<file path="src/rtl/mss_pkg.sv">
// Shared types, constants and helper functions for the muscle signal synthesizer.
// No dependencies; every other file imports this package.
package mss_pkg;

   localparam int unsigned ENV_W    = 11;
   localparam int unsigned FAT_W    = 10;
   localparam int unsigned PHASE_W  = 16;
   localparam int unsigned HOLD_W   = 16;
   localparam int unsigned SAMPLE_W = 16;
   localparam int unsigned NOISE_W  = 32;
   localparam int unsigned CSR_W    = 16;
   localparam int unsigned MUL_A_W  = 18;
   localparam int unsigned MUL_B_W  = 14;
   localparam int unsigned PROD_W   = 32;
   localparam int unsigned WGT_W    = 10;

   localparam logic [ENV_W-1:0]   ENV_FULL       = 11'd1024;
   localparam logic [ENV_W-1:0]   ENV_TOP        = 11'd1012;
   localparam logic [3:0]         FATIGUE_TICKS  = 4'd8;
   localparam logic [3:0]         RECOVERY_TICKS = 4'd12;
   localparam logic [NOISE_W-1:0] NOISE_SEED     = 32'h1f2e3d4c;
   localparam logic [PHASE_W-1:0] STEP_SLOW      = 16'd1278;
   localparam logic [PHASE_W-1:0] STEP_MEDIUM    = 16'd2687;
   localparam logic [PHASE_W-1:0] STEP_FAST      = 16'd4489;
   localparam logic [WGT_W-1:0]   W_SLOW_BASE    = 10'd520;
   localparam logic [WGT_W-1:0]   W_FAST_BASE    = 10'd560;
   localparam logic [WGT_W-1:0]   W_FAST_MIN     = 10'd150;
   localparam logic signed [MUL_B_W-1:0] W_MEDIUM = 14'sd680;
   localparam logic signed [MUL_B_W-1:0] W_NOISE  = 14'sd220;

   typedef enum logic [2:0] {
      CSR_REST_LEVEL    = 3'd0,
      CSR_ATTACK_STEP   = 3'd1,
      CSR_FAST_FALL     = 3'd2,
      CSR_BRAKED_FALL   = 3'd3,
      CSR_HOLD_LIMIT    = 3'd4,
      CSR_FATIGUE_LIMIT = 3'd5,
      CSR_OUTPUT_GAIN   = 3'd6,
      CSR_OUTPUT_LIMIT  = 3'd7
   } csr_index_type;

   typedef enum logic [1:0] {
      CH0 = 2'd0,
      CH1 = 2'd1,
      CH2 = 2'd2
   } chan_type;

   typedef enum logic [2:0] {
      BK_IDLE,
      BK_PREP,
      BK_MAC,
      BK_SCALE,
      BK_SAT,
      BK_SEND
   } bk_state_type;

   typedef struct packed {
      logic lift;
      logic brake;
   } req_type;

   typedef struct packed {
      logic signed [SAMPLE_W-1:0] sample_ch0;
      logic signed [SAMPLE_W-1:0] sample_ch1;
      logic signed [SAMPLE_W-1:0] sample_ch2;
   } rsp_type;

   typedef struct packed {
      logic [ENV_W-1:0]  rest_level;
      logic [ENV_W-1:0]  attack_step;
      logic [ENV_W-1:0]  fast_fall_step;
      logic [ENV_W-1:0]  braked_fall_step;
      logic [HOLD_W-1:0] hold_limit;
      logic [FAT_W-1:0]  fatigue_limit;
      logic [12:0]       output_gain_q10;
      logic [14:0]       output_limit;
   } cfg_type;

   // one movement snapshot handed from front to back
   typedef struct packed {
      logic [ENV_W-1:0]   envelope;
      logic [FAT_W-1:0]   fatigue_level;
      logic [PHASE_W-1:0] phase_slow;
      logic [PHASE_W-1:0] phase_medium;
      logic [PHASE_W-1:0] phase_fast;
   } qe_type;

   function automatic logic [PHASE_W-1:0] chan_offset(input logic [1:0] ch);
      logic [PHASE_W-1:0] off;
      case (ch)
         CH1:     off = 16'h1555;
         CH2:     off = 16'h2aaa;
         default: off = 16'h0000;
      endcase
      return off;
   endfunction

   function automatic logic signed [MUL_B_W-1:0] chan_gain(input logic [1:0] ch);
      logic signed [MUL_B_W-1:0] g;
      case (ch)
         CH1:     g = 14'sd740;
         CH2:     g = 14'sd560;
         default: g = 14'sd1024;
      endcase
      return g;
   endfunction

   // fold the phase, keep 11 bits, recenter by flipping the top bit
   function automatic logic signed [10:0] triangle(input logic [PHASE_W-1:0] p);
      logic [PHASE_W-1:0] folded;
      folded = p[15] ? ~p : p;
      return {~folded[14], folded[13:4]};
   endfunction

   function automatic logic [NOISE_W-1:0] noise_next(input logic [NOISE_W-1:0] x);
      logic [NOISE_W-1:0] t;
      t = x ^ (x << 13);
      t = t ^ (t >> 17);
      t = t ^ (t << 5);
      return t;
   endfunction

endpackage

</file>
<file path="src/rtl/mss_front.sv">
// Front end: accepts lift/brake requests and advances the movement state.
// Pushes one snapshot per request into the queue. Depends on mss_pkg.
module mss_front import mss_pkg::*; (
   input  logic    clock,
   input  logic    reset,
   input  cfg_type cfg,
   input  logic    req_valid,
   input  req_type req_data,
   output logic    req_stall,
   input  logic    q_full,
   output logic    q_push,
   output qe_type  q_data
);

   logic [ENV_W-1:0]   env_ff, env_in;
   logic [HOLD_W-1:0]  hold_ff, hold_in;
   logic [FAT_W-1:0]   fat_ff, fat_in;
   logic [2:0]         fdiv_ff, fdiv_in;
   logic [3:0]         rdiv_ff, rdiv_in;
   logic [PHASE_W-1:0] ph_slow_ff, ph_slow_in;
   logic [PHASE_W-1:0] ph_med_ff, ph_med_in;
   logic [PHASE_W-1:0] ph_fast_ff, ph_fast_in;

   logic              accept;
   logic [ENV_W:0]    env_sum;
   logic [ENV_W-1:0]  env_up;
   logic [HOLD_W-1:0] hold_up;
   logic [3:0]        fdiv_inc;
   logic [3:0]        rdiv_inc;
   logic [ENV_W-1:0]  fall_step;
   logic [ENV_W-1:0]  gap;

   assign req_stall = q_full;
   assign accept    = req_valid && !q_full;
   assign q_push    = accept;
   assign q_data    = '{envelope:      env_in,
                        fatigue_level: fat_in,
                        phase_slow:    ph_slow_in,
                        phase_medium:  ph_med_in,
                        phase_fast:    ph_fast_in};

   assign env_sum   = {1'b0, env_ff} + {1'b0, cfg.attack_step};
   assign fdiv_inc  = {1'b0, fdiv_ff} + 4'd1;
   assign rdiv_inc  = rdiv_ff + 4'd1;
   assign fall_step = req_data.brake ? cfg.braked_fall_step : cfg.fast_fall_step;
   assign gap       = env_ff - cfg.rest_level;

   always_comb begin
      env_up = env_ff;
      if (env_ff < ENV_FULL) begin
         env_up = (env_sum > {1'b0, ENV_FULL}) ? ENV_FULL : env_sum[ENV_W-1:0];
      end
      hold_up = (hold_ff != '1) ? hold_ff + 16'd1 : hold_ff;
   end

   always_comb begin
      env_in     = env_ff;
      hold_in    = hold_ff;
      fat_in     = fat_ff;
      fdiv_in    = fdiv_ff;
      rdiv_in    = rdiv_ff;
      ph_slow_in = ph_slow_ff;
      ph_med_in  = ph_med_ff;
      ph_fast_in = ph_fast_ff;
      if (accept) begin
         if (req_data.lift) begin
            env_in = env_up;
            if (env_up >= ENV_TOP) begin
               hold_in = hold_up;
               if (hold_up > cfg.hold_limit) begin
                  if (fdiv_inc >= FATIGUE_TICKS) begin
                     fdiv_in = 3'd0;
                     if (fat_ff < cfg.fatigue_limit) begin
                        fat_in = fat_ff + 10'd1;
                     end
                  end else begin
                     fdiv_in = fdiv_inc[2:0];
                  end
               end
            end else begin
               hold_in = '0;
               fdiv_in = '0;
            end
         end else begin
            hold_in = '0;
            fdiv_in = '0;
            if (env_ff > cfg.rest_level) begin
               env_in = env_ff - ((gap < fall_step) ? gap : fall_step);
            end else begin
               env_in = cfg.rest_level;
            end
            if (fat_ff != '0) begin
               if (rdiv_inc >= RECOVERY_TICKS) begin
                  rdiv_in = 4'd0;
                  fat_in  = fat_ff - 10'd1;
               end else begin
                  rdiv_in = rdiv_inc;
               end
            end
         end
         ph_slow_in = ph_slow_ff + STEP_SLOW;
         ph_med_in  = ph_med_ff + STEP_MEDIUM;
         ph_fast_in = ph_fast_ff + STEP_FAST;
      end
   end

   always_ff @(posedge clock) begin
      if (reset) begin
         env_ff     <= 11'd42;
         hold_ff    <= '0;
         fat_ff     <= '0;
         fdiv_ff    <= '0;
         rdiv_ff    <= '0;
         ph_slow_ff <= '0;
         ph_med_ff  <= '0;
         ph_fast_ff <= '0;
      end else begin
         env_ff     <= env_in;
         hold_ff    <= hold_in;
         fat_ff     <= fat_in;
         fdiv_ff    <= fdiv_in;
         rdiv_ff    <= rdiv_in;
         ph_slow_ff <= ph_slow_in;
         ph_med_ff  <= ph_med_in;
         ph_fast_ff <= ph_fast_in;
      end
   end

endmodule

</file>
<file path="src/rtl/mss_queue.sv">
// Small FIFO of movement snapshots between front and back end.
// Depends on mss_pkg for the entry type.
module mss_queue import mss_pkg::*; #(
   parameter int unsigned DEPTH = 2
) (
   input  logic   clock,
   input  logic   reset,
   input  logic   push,
   input  qe_type push_data,
   output logic   full,
   input  logic   pop,
   output qe_type pop_data,
   output logic   empty
);

   localparam int unsigned PW = (DEPTH > 1) ? $clog2(DEPTH) : 1;
   localparam int unsigned CW = $clog2(DEPTH + 1);

   qe_type        mem_ff [DEPTH];
   logic [PW-1:0] wr_ptr_ff, wr_ptr_in;
   logic [PW-1:0] rd_ptr_ff, rd_ptr_in;
   logic [CW-1:0] count_ff, count_in;

   assign full     = (count_ff == CW'(DEPTH));
   assign empty    = (count_ff == '0);
   assign pop_data = mem_ff[rd_ptr_ff];

   always_comb begin
      wr_ptr_in = wr_ptr_ff;
      rd_ptr_in = rd_ptr_ff;
      count_in  = count_ff;
      if (push) begin
         wr_ptr_in = (wr_ptr_ff == PW'(DEPTH - 1)) ? '0 : wr_ptr_ff + PW'(1);
      end
      if (pop) begin
         rd_ptr_in = (rd_ptr_ff == PW'(DEPTH - 1)) ? '0 : rd_ptr_ff + PW'(1);
      end
      case ({push, pop})
         2'b10:   count_in = count_ff + CW'(1);
         2'b01:   count_in = count_ff - CW'(1);
         default: count_in = count_ff;
      endcase
   end

   always_ff @(posedge clock) begin
      if (push) begin
         mem_ff[wr_ptr_ff] <= push_data;
      end
   end

   always_ff @(posedge clock) begin
      if (reset) begin
         wr_ptr_ff <= '0;
         rd_ptr_ff <= '0;
         count_ff  <= '0;
      end else begin
         wr_ptr_ff <= wr_ptr_in;
         rd_ptr_ff <= rd_ptr_in;
         count_ff  <= count_in;
      end
   end

endmodule

</file>
<file path="src/rtl/mss_back.sv">
// Back end: turns each movement snapshot into three saturated samples using
// one shared 18x14 multiplier and owns the noise generator. Depends on mss_pkg.
module mss_back import mss_pkg::*; (
   input  logic    clock,
   input  logic    reset,
   input  cfg_type cfg,
   input  logic    q_empty,
   input  qe_type  q_data,
   output logic    q_pop,
   output logic    rsp_valid,
   output rsp_type rsp_data,
   input  logic    rsp_stall
);

   bk_state_type state_ff, state_in;
   logic [1:0]   ch_ff, ch_in;
   logic [1:0]   step_ff, step_in;
   qe_type       entry_ff, entry_in;
   logic [NOISE_W-1:0] noise_ff, noise_in;

   logic signed [10:0]       tri_lo_ff, tri_mid_ff, tri_hi_ff;
   logic signed [10:0]       tri_lo_in, tri_mid_in, tri_hi_in;
   logic signed [9:0]        nz_ff, nz_in;
   logic [WGT_W-1:0]         w_lo_ff, w_lo_in, w_hi_ff, w_hi_in;
   logic signed [PROD_W-1:0] acc_ff, acc_in;
   logic signed [PROD_W-1:0] prod_ff, prod_in;
   logic signed [SAMPLE_W-1:0] smp_ff [3];
   logic signed [SAMPLE_W-1:0] smp_in [3];
   logic    rsp_valid_ff, rsp_valid_in;
   rsp_type rsp_data_ff, rsp_data_in;

   logic signed [MUL_A_W-1:0] mul_a;
   logic signed [MUL_B_W-1:0] mul_b;
   logic signed [PROD_W-1:0]  mul_p;
   logic signed [PROD_W-1:0]  acc_sh;
   logic signed [PROD_W-1:0]  prod_sh;
   logic signed [21:0]        sat_val;
   logic signed [21:0]        lim_pos;
   logic signed [21:0]        lim_neg;
   logic signed [SAMPLE_W-1:0] sat_out;
   logic [PHASE_W-1:0] off;
   logic [NOISE_W-1:0] noise_nx;
   logic [WGT_W-1:0]   w_hi_raw;
   logic               out_free;

   assign mul_p     = mul_a * mul_b;
   assign acc_sh    = acc_ff >>> 8;
   assign prod_sh   = prod_ff >>> 10;
   assign sat_val   = prod_sh[21:0];
   assign lim_pos   = $signed({7'd0, cfg.output_limit});
   assign lim_neg   = -lim_pos;
   assign off       = chan_offset(ch_ff);
   assign noise_nx  = noise_next(noise_ff);
   assign w_hi_raw  = W_FAST_BASE - {1'b0, entry_ff.fatigue_level[9:1]};
   assign out_free  = !rsp_valid_ff || !rsp_stall;
   assign rsp_valid = rsp_valid_ff;
   assign rsp_data  = rsp_data_ff;
   assign q_pop     = (state_ff == BK_IDLE) && !q_empty;

   always_comb begin
      if (sat_val > lim_pos) begin
         sat_out = lim_pos[SAMPLE_W-1:0];
      end else if (sat_val < lim_neg) begin
         sat_out = lim_neg[SAMPLE_W-1:0];
      end else begin
         sat_out = sat_val[SAMPLE_W-1:0];
      end
   end

   // operand select for the shared multiplier
   always_comb begin
      mul_a = '0;
      mul_b = '0;
      if (state_ff == BK_MAC) begin
         case (step_ff)
            2'd0: begin
               mul_a = {{7{tri_lo_ff[10]}}, tri_lo_ff};
               mul_b = {4'd0, w_lo_ff};
            end
            2'd1: begin
               mul_a = {{7{tri_mid_ff[10]}}, tri_mid_ff};
               mul_b = W_MEDIUM;
            end
            2'd2: begin
               mul_a = {{7{tri_hi_ff[10]}}, tri_hi_ff};
               mul_b = {4'd0, w_hi_ff};
            end
            default: begin
               mul_a = {{8{nz_ff[9]}}, nz_ff};
               mul_b = W_NOISE;
            end
         endcase
      end else if (state_ff == BK_SCALE) begin
         case (step_ff)
            2'd0: begin
               mul_a = acc_sh[MUL_A_W-1:0];
               mul_b = {3'd0, entry_ff.envelope};
            end
            2'd1: begin
               mul_a = prod_sh[MUL_A_W-1:0];
               mul_b = chan_gain(ch_ff);
            end
            default: begin
               mul_a = prod_sh[MUL_A_W-1:0];
               mul_b = {1'b0, cfg.output_gain_q10};
            end
         endcase
      end
   end

   always_comb begin
      state_in     = state_ff;
      ch_in        = ch_ff;
      step_in      = step_ff;
      entry_in     = entry_ff;
      noise_in     = noise_ff;
      tri_lo_in    = tri_lo_ff;
      tri_mid_in   = tri_mid_ff;
      tri_hi_in    = tri_hi_ff;
      nz_in        = nz_ff;
      w_lo_in      = w_lo_ff;
      w_hi_in      = w_hi_ff;
      acc_in       = acc_ff;
      prod_in      = prod_ff;
      smp_in       = smp_ff;
      rsp_valid_in = rsp_valid_ff && rsp_stall;
      rsp_data_in  = rsp_data_ff;
      unique case (state_ff)
         BK_IDLE: begin
            if (!q_empty) begin
               entry_in = q_data;
               ch_in    = CH0;
               state_in = BK_PREP;
            end
         end
         BK_PREP: begin
            tri_lo_in  = triangle(entry_ff.phase_slow + off);
            tri_mid_in = triangle(entry_ff.phase_medium + {1'b0, off[15:1]});
            tri_hi_in  = triangle(entry_ff.phase_fast + {off[14:0], 1'b0});
            noise_in   = noise_nx;
            nz_in      = {~noise_nx[31], noise_nx[30:22]};
            w_lo_in    = W_SLOW_BASE + {2'd0, entry_ff.fatigue_level[9:2]};
            w_hi_in    = (w_hi_raw < W_FAST_MIN) ? W_FAST_MIN : w_hi_raw;
            acc_in     = '0;
            step_in    = 2'd0;
            state_in   = BK_MAC;
         end
         BK_MAC: begin
            acc_in  = acc_ff + mul_p;
            step_in = step_ff + 2'd1;
            if (step_ff == 2'd3) begin
               step_in  = 2'd0;
               state_in = BK_SCALE;
            end
         end
         BK_SCALE: begin
            prod_in = mul_p;
            step_in = step_ff + 2'd1;
            if (step_ff == 2'd2) begin
               step_in  = 2'd0;
               state_in = BK_SAT;
            end
         end
         BK_SAT: begin
            smp_in[ch_ff] = sat_out;
            if (ch_ff == CH2) begin
               state_in = BK_SEND;
            end else begin
               ch_in    = ch_ff + 2'd1;
               state_in = BK_PREP;
            end
         end
         BK_SEND: begin
            // hold until the output register is free
            if (out_free) begin
               rsp_valid_in = 1'b1;
               rsp_data_in  = '{sample_ch0: smp_ff[0],
                                sample_ch1: smp_ff[1],
                                sample_ch2: smp_ff[2]};
               state_in     = BK_IDLE;
            end
         end
         default: state_in = BK_IDLE;
      endcase
   end

   always_ff @(posedge clock) begin
      entry_ff    <= entry_in;
      tri_lo_ff   <= tri_lo_in;
      tri_mid_ff  <= tri_mid_in;
      tri_hi_ff   <= tri_hi_in;
      nz_ff       <= nz_in;
      w_lo_ff     <= w_lo_in;
      w_hi_ff     <= w_hi_in;
      acc_ff      <= acc_in;
      prod_ff     <= prod_in;
      smp_ff      <= smp_in;
      rsp_data_ff <= rsp_data_in;
   end

   always_ff @(posedge clock) begin
      if (reset) begin
         state_ff     <= BK_IDLE;
         ch_ff        <= CH0;
         step_ff      <= '0;
         noise_ff     <= NOISE_SEED;
         rsp_valid_ff <= 1'b0;
      end else begin
         state_ff     <= state_in;
         ch_ff        <= ch_in;
         step_ff      <= step_in;
         noise_ff     <= noise_in;
         rsp_valid_ff <= rsp_valid_in;
      end
   end

endmodule

</file>
<file path="src/rtl/muscle_signal_synthesizer.sv">
// Simulated three-channel muscle signal source: one lift/brake request in,
// three saturated 16-bit samples out per request. Built on mss_pkg and its submodules.
// Usage:
//   req_valid/req_data/req_stall carry one movement tick (lift, brake). A
//   request is taken at a clock edge with req_valid high and req_stall low.
//   rsp_valid/rsp_data/rsp_stall return one result per request, in order.
//   csr_we/csr_index/csr_wdata write the eight control registers; write them
//   only while no request is in flight.
// Sequencing:
//   The front end updates the envelope, fatigue and phases in the cycle the
//   request is taken and queues the snapshot. The back end works through
//   the three channels in turn on one shared 18x14 multiplier (four weighted
//   terms, envelope, channel and output gain, saturation), after picking up
//   the snapshot and before handing off the result. It takes a new snapshot
//   only once the last result has been handed off.
// Reset and stall:
//   Synchronous reset restores the register defaults, the movement state and
//   the noise seed, and empties the queue and output register. While
//   rsp_stall is high the result holds; the back end finishes the next item
//   and the queue absorbs further requests before req_stall rises.
module muscle_signal_synthesizer import mss_pkg::*; #(
   parameter int unsigned QUEUE_DEPTH = 2
) (
   input  logic             clock,
   input  logic             reset,
   input  logic             req_valid,
   input  req_type          req_data,
   output logic             req_stall,
   output logic             rsp_valid,
   output rsp_type          rsp_data,
   input  logic             rsp_stall,
   input  logic             csr_we,
   input  logic [2:0]       csr_index,
   input  logic [CSR_W-1:0] csr_wdata
);

   cfg_type cfg_ff;
   logic    q_push, q_pop, q_full, q_empty;
   qe_type  q_wdata, q_rdata;

   always_ff @(posedge clock) begin
      if (reset) begin
         cfg_ff.rest_level       <= 11'd42;
         cfg_ff.attack_step      <= 11'd1;
         cfg_ff.fast_fall_step   <= 11'd13;
         cfg_ff.braked_fall_step <= 11'd5;
         cfg_ff.hold_limit       <= 16'd1000;
         cfg_ff.fatigue_limit    <= 10'd768;
         cfg_ff.output_gain_q10  <= 13'd3072;
         cfg_ff.output_limit     <= 15'd22000;
      end else if (csr_we) begin
         unique case (csr_index)
            CSR_REST_LEVEL:    cfg_ff.rest_level       <= csr_wdata[10:0];
            CSR_ATTACK_STEP:   cfg_ff.attack_step      <= csr_wdata[10:0];
            CSR_FAST_FALL:     cfg_ff.fast_fall_step   <= csr_wdata[10:0];
            CSR_BRAKED_FALL:   cfg_ff.braked_fall_step <= csr_wdata[10:0];
            CSR_HOLD_LIMIT:    cfg_ff.hold_limit       <= csr_wdata[15:0];
            CSR_FATIGUE_LIMIT: cfg_ff.fatigue_limit    <= csr_wdata[9:0];
            CSR_OUTPUT_GAIN:   cfg_ff.output_gain_q10  <= csr_wdata[12:0];
            CSR_OUTPUT_LIMIT:  cfg_ff.output_limit     <= csr_wdata[14:0];
            default:           cfg_ff                  <= cfg_ff;
         endcase
      end
   end

   mss_front u_front (
      .clock     (clock),
      .reset     (reset),
      .cfg       (cfg_ff),
      .req_valid (req_valid),
      .req_data  (req_data),
      .req_stall (req_stall),
      .q_full    (q_full),
      .q_push    (q_push),
      .q_data    (q_wdata)
   );

   mss_queue #(
      .DEPTH (QUEUE_DEPTH)
   ) u_queue (
      .clock     (clock),
      .reset     (reset),
      .push      (q_push),
      .push_data (q_wdata),
      .full      (q_full),
      .pop       (q_pop),
      .pop_data  (q_rdata),
      .empty     (q_empty)
   );

   mss_back u_back (
      .clock     (clock),
      .reset     (reset),
      .cfg       (cfg_ff),
      .q_empty   (q_empty),
      .q_data    (q_rdata),
      .q_pop     (q_pop),
      .rsp_valid (rsp_valid),
      .rsp_data  (rsp_data),
      .rsp_stall (rsp_stall)
   );

endmodule
</file>
<file path="config.mk">
export PLATFORM = sky130hd
export DESIGN_NAME = muscle_signal_synthesizer
export DESIGN_NICKNAME = d
export VERILOG_FILES = /design/src/rtl/mss_pkg.sv /design/src/rtl/mss_front.sv /design/src/rtl/mss_queue.sv /design/src/rtl/mss_back.sv /design/src/rtl/muscle_signal_synthesizer.sv
export SDC_FILE = /design/constraint.sdc
export NUM_CORES = 2
export LEC_CHECK = 0
export ABC_AREA = 1
export BUFFER_PORTS_ARGS = -buffer_cell sky130_fd_sc_hd__clkbuf_2
export CORE_MARGIN = 3
export CORE_UTILIZATION = 55
export DETAILED_ROUTE_END_ITERATION = 7
export GPL_ROUTABILITY_DRIVEN = 0
export HOLD_SLACK_MARGIN = 0.12
export MAX_ROUTING_LAYER = met4
export PLACE_DENSITY = 0.76
export SYNTH_ARGS = -nofsm -noshare
export SYNTH_HDL_FRONTEND = slang
export SYNTH_SLANG_ARGS = --single-unit
export TNS_END_PERCENT = 10
</file>
<file path="constraint.sdc">
create_clock -name clock -period 12 [get_ports clock]
set_input_delay 1.2 -clock clock [delete_from_list [all_inputs] [get_ports clock]]
set_output_delay 1.2 -clock clock [all_outputs]
set_load 0.01 [all_outputs]
</file>
==> results by group <==
Clock network
  – Clk root buf: clkbuf_16
  – # clock sinks: 637
  – Inserted Clock Buffers: 68
  – H-tree depth: 3
  – Post_cts resized: 0
  – Clock transition at path regs: 0.06 ns
  – Clock Path Buffers: 3
  – CTS tree: built
  – Hold_buf cts: 0
  – Total setup buffers inserted after CTS: 0
  – Clock Latency Late Sink: ~0.62 ns

Global routing
  – Initial antenna violation count: 1
  – Met3 Use GR: 0.0413
  – First-pass GRT wire length: 160 mm
  – GRT overflow: 0
  – Met2 Use GR: 0.431
  – Vias in the first global route: 31456
  – Largest net degree at the start of global routing: 91
  – GRT Util Overall: 0.261
  – Gr busiest metal: met2
  – Met1 GRT Util: 0.330

Timing
  – Final Slew Violations: 0
  – Unrepaired setup endpoints after global routing: no
  – Worst Tran Pin Value: 1.15 ns
  – Final min period: 10.18 ns
  – Setup-failing EPs final: 0
  – Max-Slew Margin vs Limit: 0.231
  – Final Cycle Share: 0.849
  – Max Fclk: 98.2 MHz
  – Layout Skew: 0.0216 ns
  – Number of failing hold endpoints at the final stage: 0
  – Final setup TNS: 0 ns

Power
  – PwrDens: ~250 nW/um2
  – Sw frac: 0.436
  – Power Internal: about 6.4 mW
  – Clock network fraction of total power: 0.194
  – Combinational share of power: 0.499
  – Sequential power share: 0.307
  – P_sw: 4.94 mW
  – Leak pwr: 20.5 nW
  – Peak supply drop: around 0.15 mV

Route
  – First-pass DRT Iterations: 6
  – Drt initial violations: 2589
  – DR vias: 31628
  – Routed WL per cell: 17.2 um
  – Total Wirelength: 98.4 mm
  – Via density per instance: 5.54
  – ANT nets after route: 0
  – DRC: 0

Place
  – Port-buffer cells: 75
  – Placed cells: roughly 5600
  – Post-place instance area: 42600 um2
  – HPWL after DPL: 72.5 mm

Critical path
  – Critical path fanouts, max: 25
  – WP data arrival: roughly 11 ns
  – CP bufs+invs: 12
  – Largest stage delay, worst path: 0.55 ns
  – CP Launch Type: flip-flop
  – Crit Path Class: reg2reg
  – Delay-heaviest family, CP: adder cells
  – Req. time, crit path: 12.37 ns
  – Crit. End Element: flip-flop
  – Slowest-stage cell, CP: fa_1
  – Critical path's most frequent cell: inv_1

Yosys
  – Synthesized Nets: 5168
  – Netlist Area Pre-Place: 41200 um2
  – Synth cell types: 61
  – Synth top cells by count: 954 x nand2_1, 709 x inv_1, 404 x edfxtp_1
  – Synth Instances: about 4600
  – Synth Flop Type: edfxtp_1
  – Yosys warns: 0
  – Yosys top cell by area: edfxtp_1
  – Asr flop ratio synth: 0
  – Post-synth EDFFs: 404
  – Most common cell in the netlist: nand2_1
  – Top cell type's share of synthesized area: 0.294
  – Sequential share of the synthesized area: 0.407
  – Synth area leaders: edfxtp_1 29%, dfxtp_1 11%, fa_1 11%
  – Synthesis-stage register bit count: around 640
  – Average size of a mapped cell: 8.87 um2

Die
  – Die Width: 280 um
  – Rows: 99
  – IO Pins: 76
  – DIE AREA: 78300 um2
  – Total core area: 73600 um2
  – Starting Density: 0.560
  – Die height: 280 um

Cells and area
  – Register area: 16800 um2
  – Fin cells: 5714
  – Area occupied by multi-input gates: ~21000 um2
  – Area growth syn-to-layout: 9.00%
  – Nets@finish: 5218
  – Post-route cell area: about 45000 um2
  – Fill cells: 6133
  – Layout cell share with drive strength beyond 1: 0.0629

Min path
  – Hold WC Path Type: reg2reg

Outcome
  – Status: finished, final reports clean

Run
  – Max Cap Viol: 0
layer usage:
| metal | vias up | part of all wire |
|---|---|---|
| met1 | 15033 | 0.42 |
| met2 | 1122 | 0.48 |
| li1 | 15243 | - |
| met3 | 230 | 0.073 |
| met5 | - | 0 |
| met4 | 0 | 0.034 |
cell usage in the layout (no fill, tap or decap), drive strengths merged, types with 39 or more instances in the layout:
| cell type | synthesis | layout |
|---|---|---|
| edfxtp | 404 | 404 |
| o211ai | 44 | 44 |
| nor2 | 404 | 404 |
| nor3 | 59 | 59 |
| nand3 | 146 | 146 |
| clkbuf | 99 | 157 |
| nand4 | 39 | 39 |
| a21oi | 317 | 317 |
| ha | 266 | 266 |
| nand2 | 969 | 969 |
| xor2 | 163 | 163 |
| o21ai | 265 | 265 |
| xnor2 | 76 | 76 |
| dfxtp | 233 | 233 |
| clkinv | 17 | 40 |
| inv | 722 | 729 |
| fa | 228 | 228 |
cells by family (layout without fill, tap and decap cells):
family / count (synthesis) / in the layout / share of synthesized area
AOI/OAI and AO/OA: 743 / 743 / 0.101
xor gates and xnor gates: 240 / 240 / 0.0513
adders and majority gates: 494 / 494 / 0.191
buffers and inverters: 870 / 976 / 0.0803
DFF: 637 / 637 / 0.407
muxes: 11 / 11 / 0.00267
other: 0 / 1 / 0
and+or+nand+nor: 1653 / 1653 / 0.165
flip-flops by register name, summed over array words and instances, names as in the netlist, 11 cells and up:
name,cells
u_front.env_ff,11
u_back.tri_mid_ff,11
u_queue.mem_ff,132
u_front.ph_fast_ff,16
u_back.prod_ff,22
cfg_ff,98
u_front.ph_med_ff,16
u_back.tri_hi_ff,11
u_back.acc_ff,26
u_back.smp_ff,48
u_back.entry_ff,66
u_back.tri_lo_ff,11
u_front.hold_ff,16
u_back.rsp_data,48
u_back.noise_ff,32
u_front.ph_slow_ff,15
worst paths after layout:
kind,start,endpoint,slack (ns),cells after the start
max,u_back.state_ff[1],u_back.acc_ff[25],1.82,44
min,u_back.smp_ff[33],u_back.rsp_data[33],0.42,0
max reg2reg,u_back.state_ff[1],u_back.acc_ff[25],1.82,44
min reg2reg,u_back.smp_ff[33],u_back.rsp_data[33],0.42,0
power by group through the flow:
stage	clock, mW	combinational [mW]	sequential (mW)
after floorplan	0	4.22	3.42
after global placement	0	5.38	3.49
after detailed placement	0	5.55	3.50
after CTS	2.23	5.60	3.47
after global routing	2.32	6.36	3.52
final	2.20	5.65	3.47
worst reg2reg max path, delay by kind of cell (launching register included):
family / cells / cell delay, ns
AOI/OAI and AO/OA: 10 / 1.79
xor gates and xnor gates: 1 / 0.19
adders and majority gates: 8 / 3.87
buffers and inverters: 12 / 1.39
DFF: 1 / 0.39
and+or+nand+nor: 13 / 2.32
through the flow:
| stage | total power [mW] | utilization | setup WS (ns) | hold slack [ns] |
|---|---|---|---|---|
| after floorplan | 7.64 | - | 3.51 | 0.400 |
| after global placement | 8.88 | 0.579 | 2.17 | 0.401 |
| after detailed placement | 9.05 | 0.579 | 1.91 | 0.405 |
| after CTS | 11.3 | 0.611 | 1.90 | 0.417 |
| after global routing | 12.2 | 0.611 | 0.922 | 0.421 |
| final | 11.3 | 0.611 | 1.82 | 0.417 |
area by class of cell:
cell class / instances / share of cell area
flip-flops and latches: 637 / 0.374
diodes: 1 / 0.0000557
clock buffers: 83 / 0.0391
clock inverters: 43 / 0.0129
inverters: 739 / 0.0618
well taps: 959 / 0.0267
repair buffers: 111 / 0.0144
multi-input cells: 3141 / 0.471
Power figures use the tool's default switching activity.
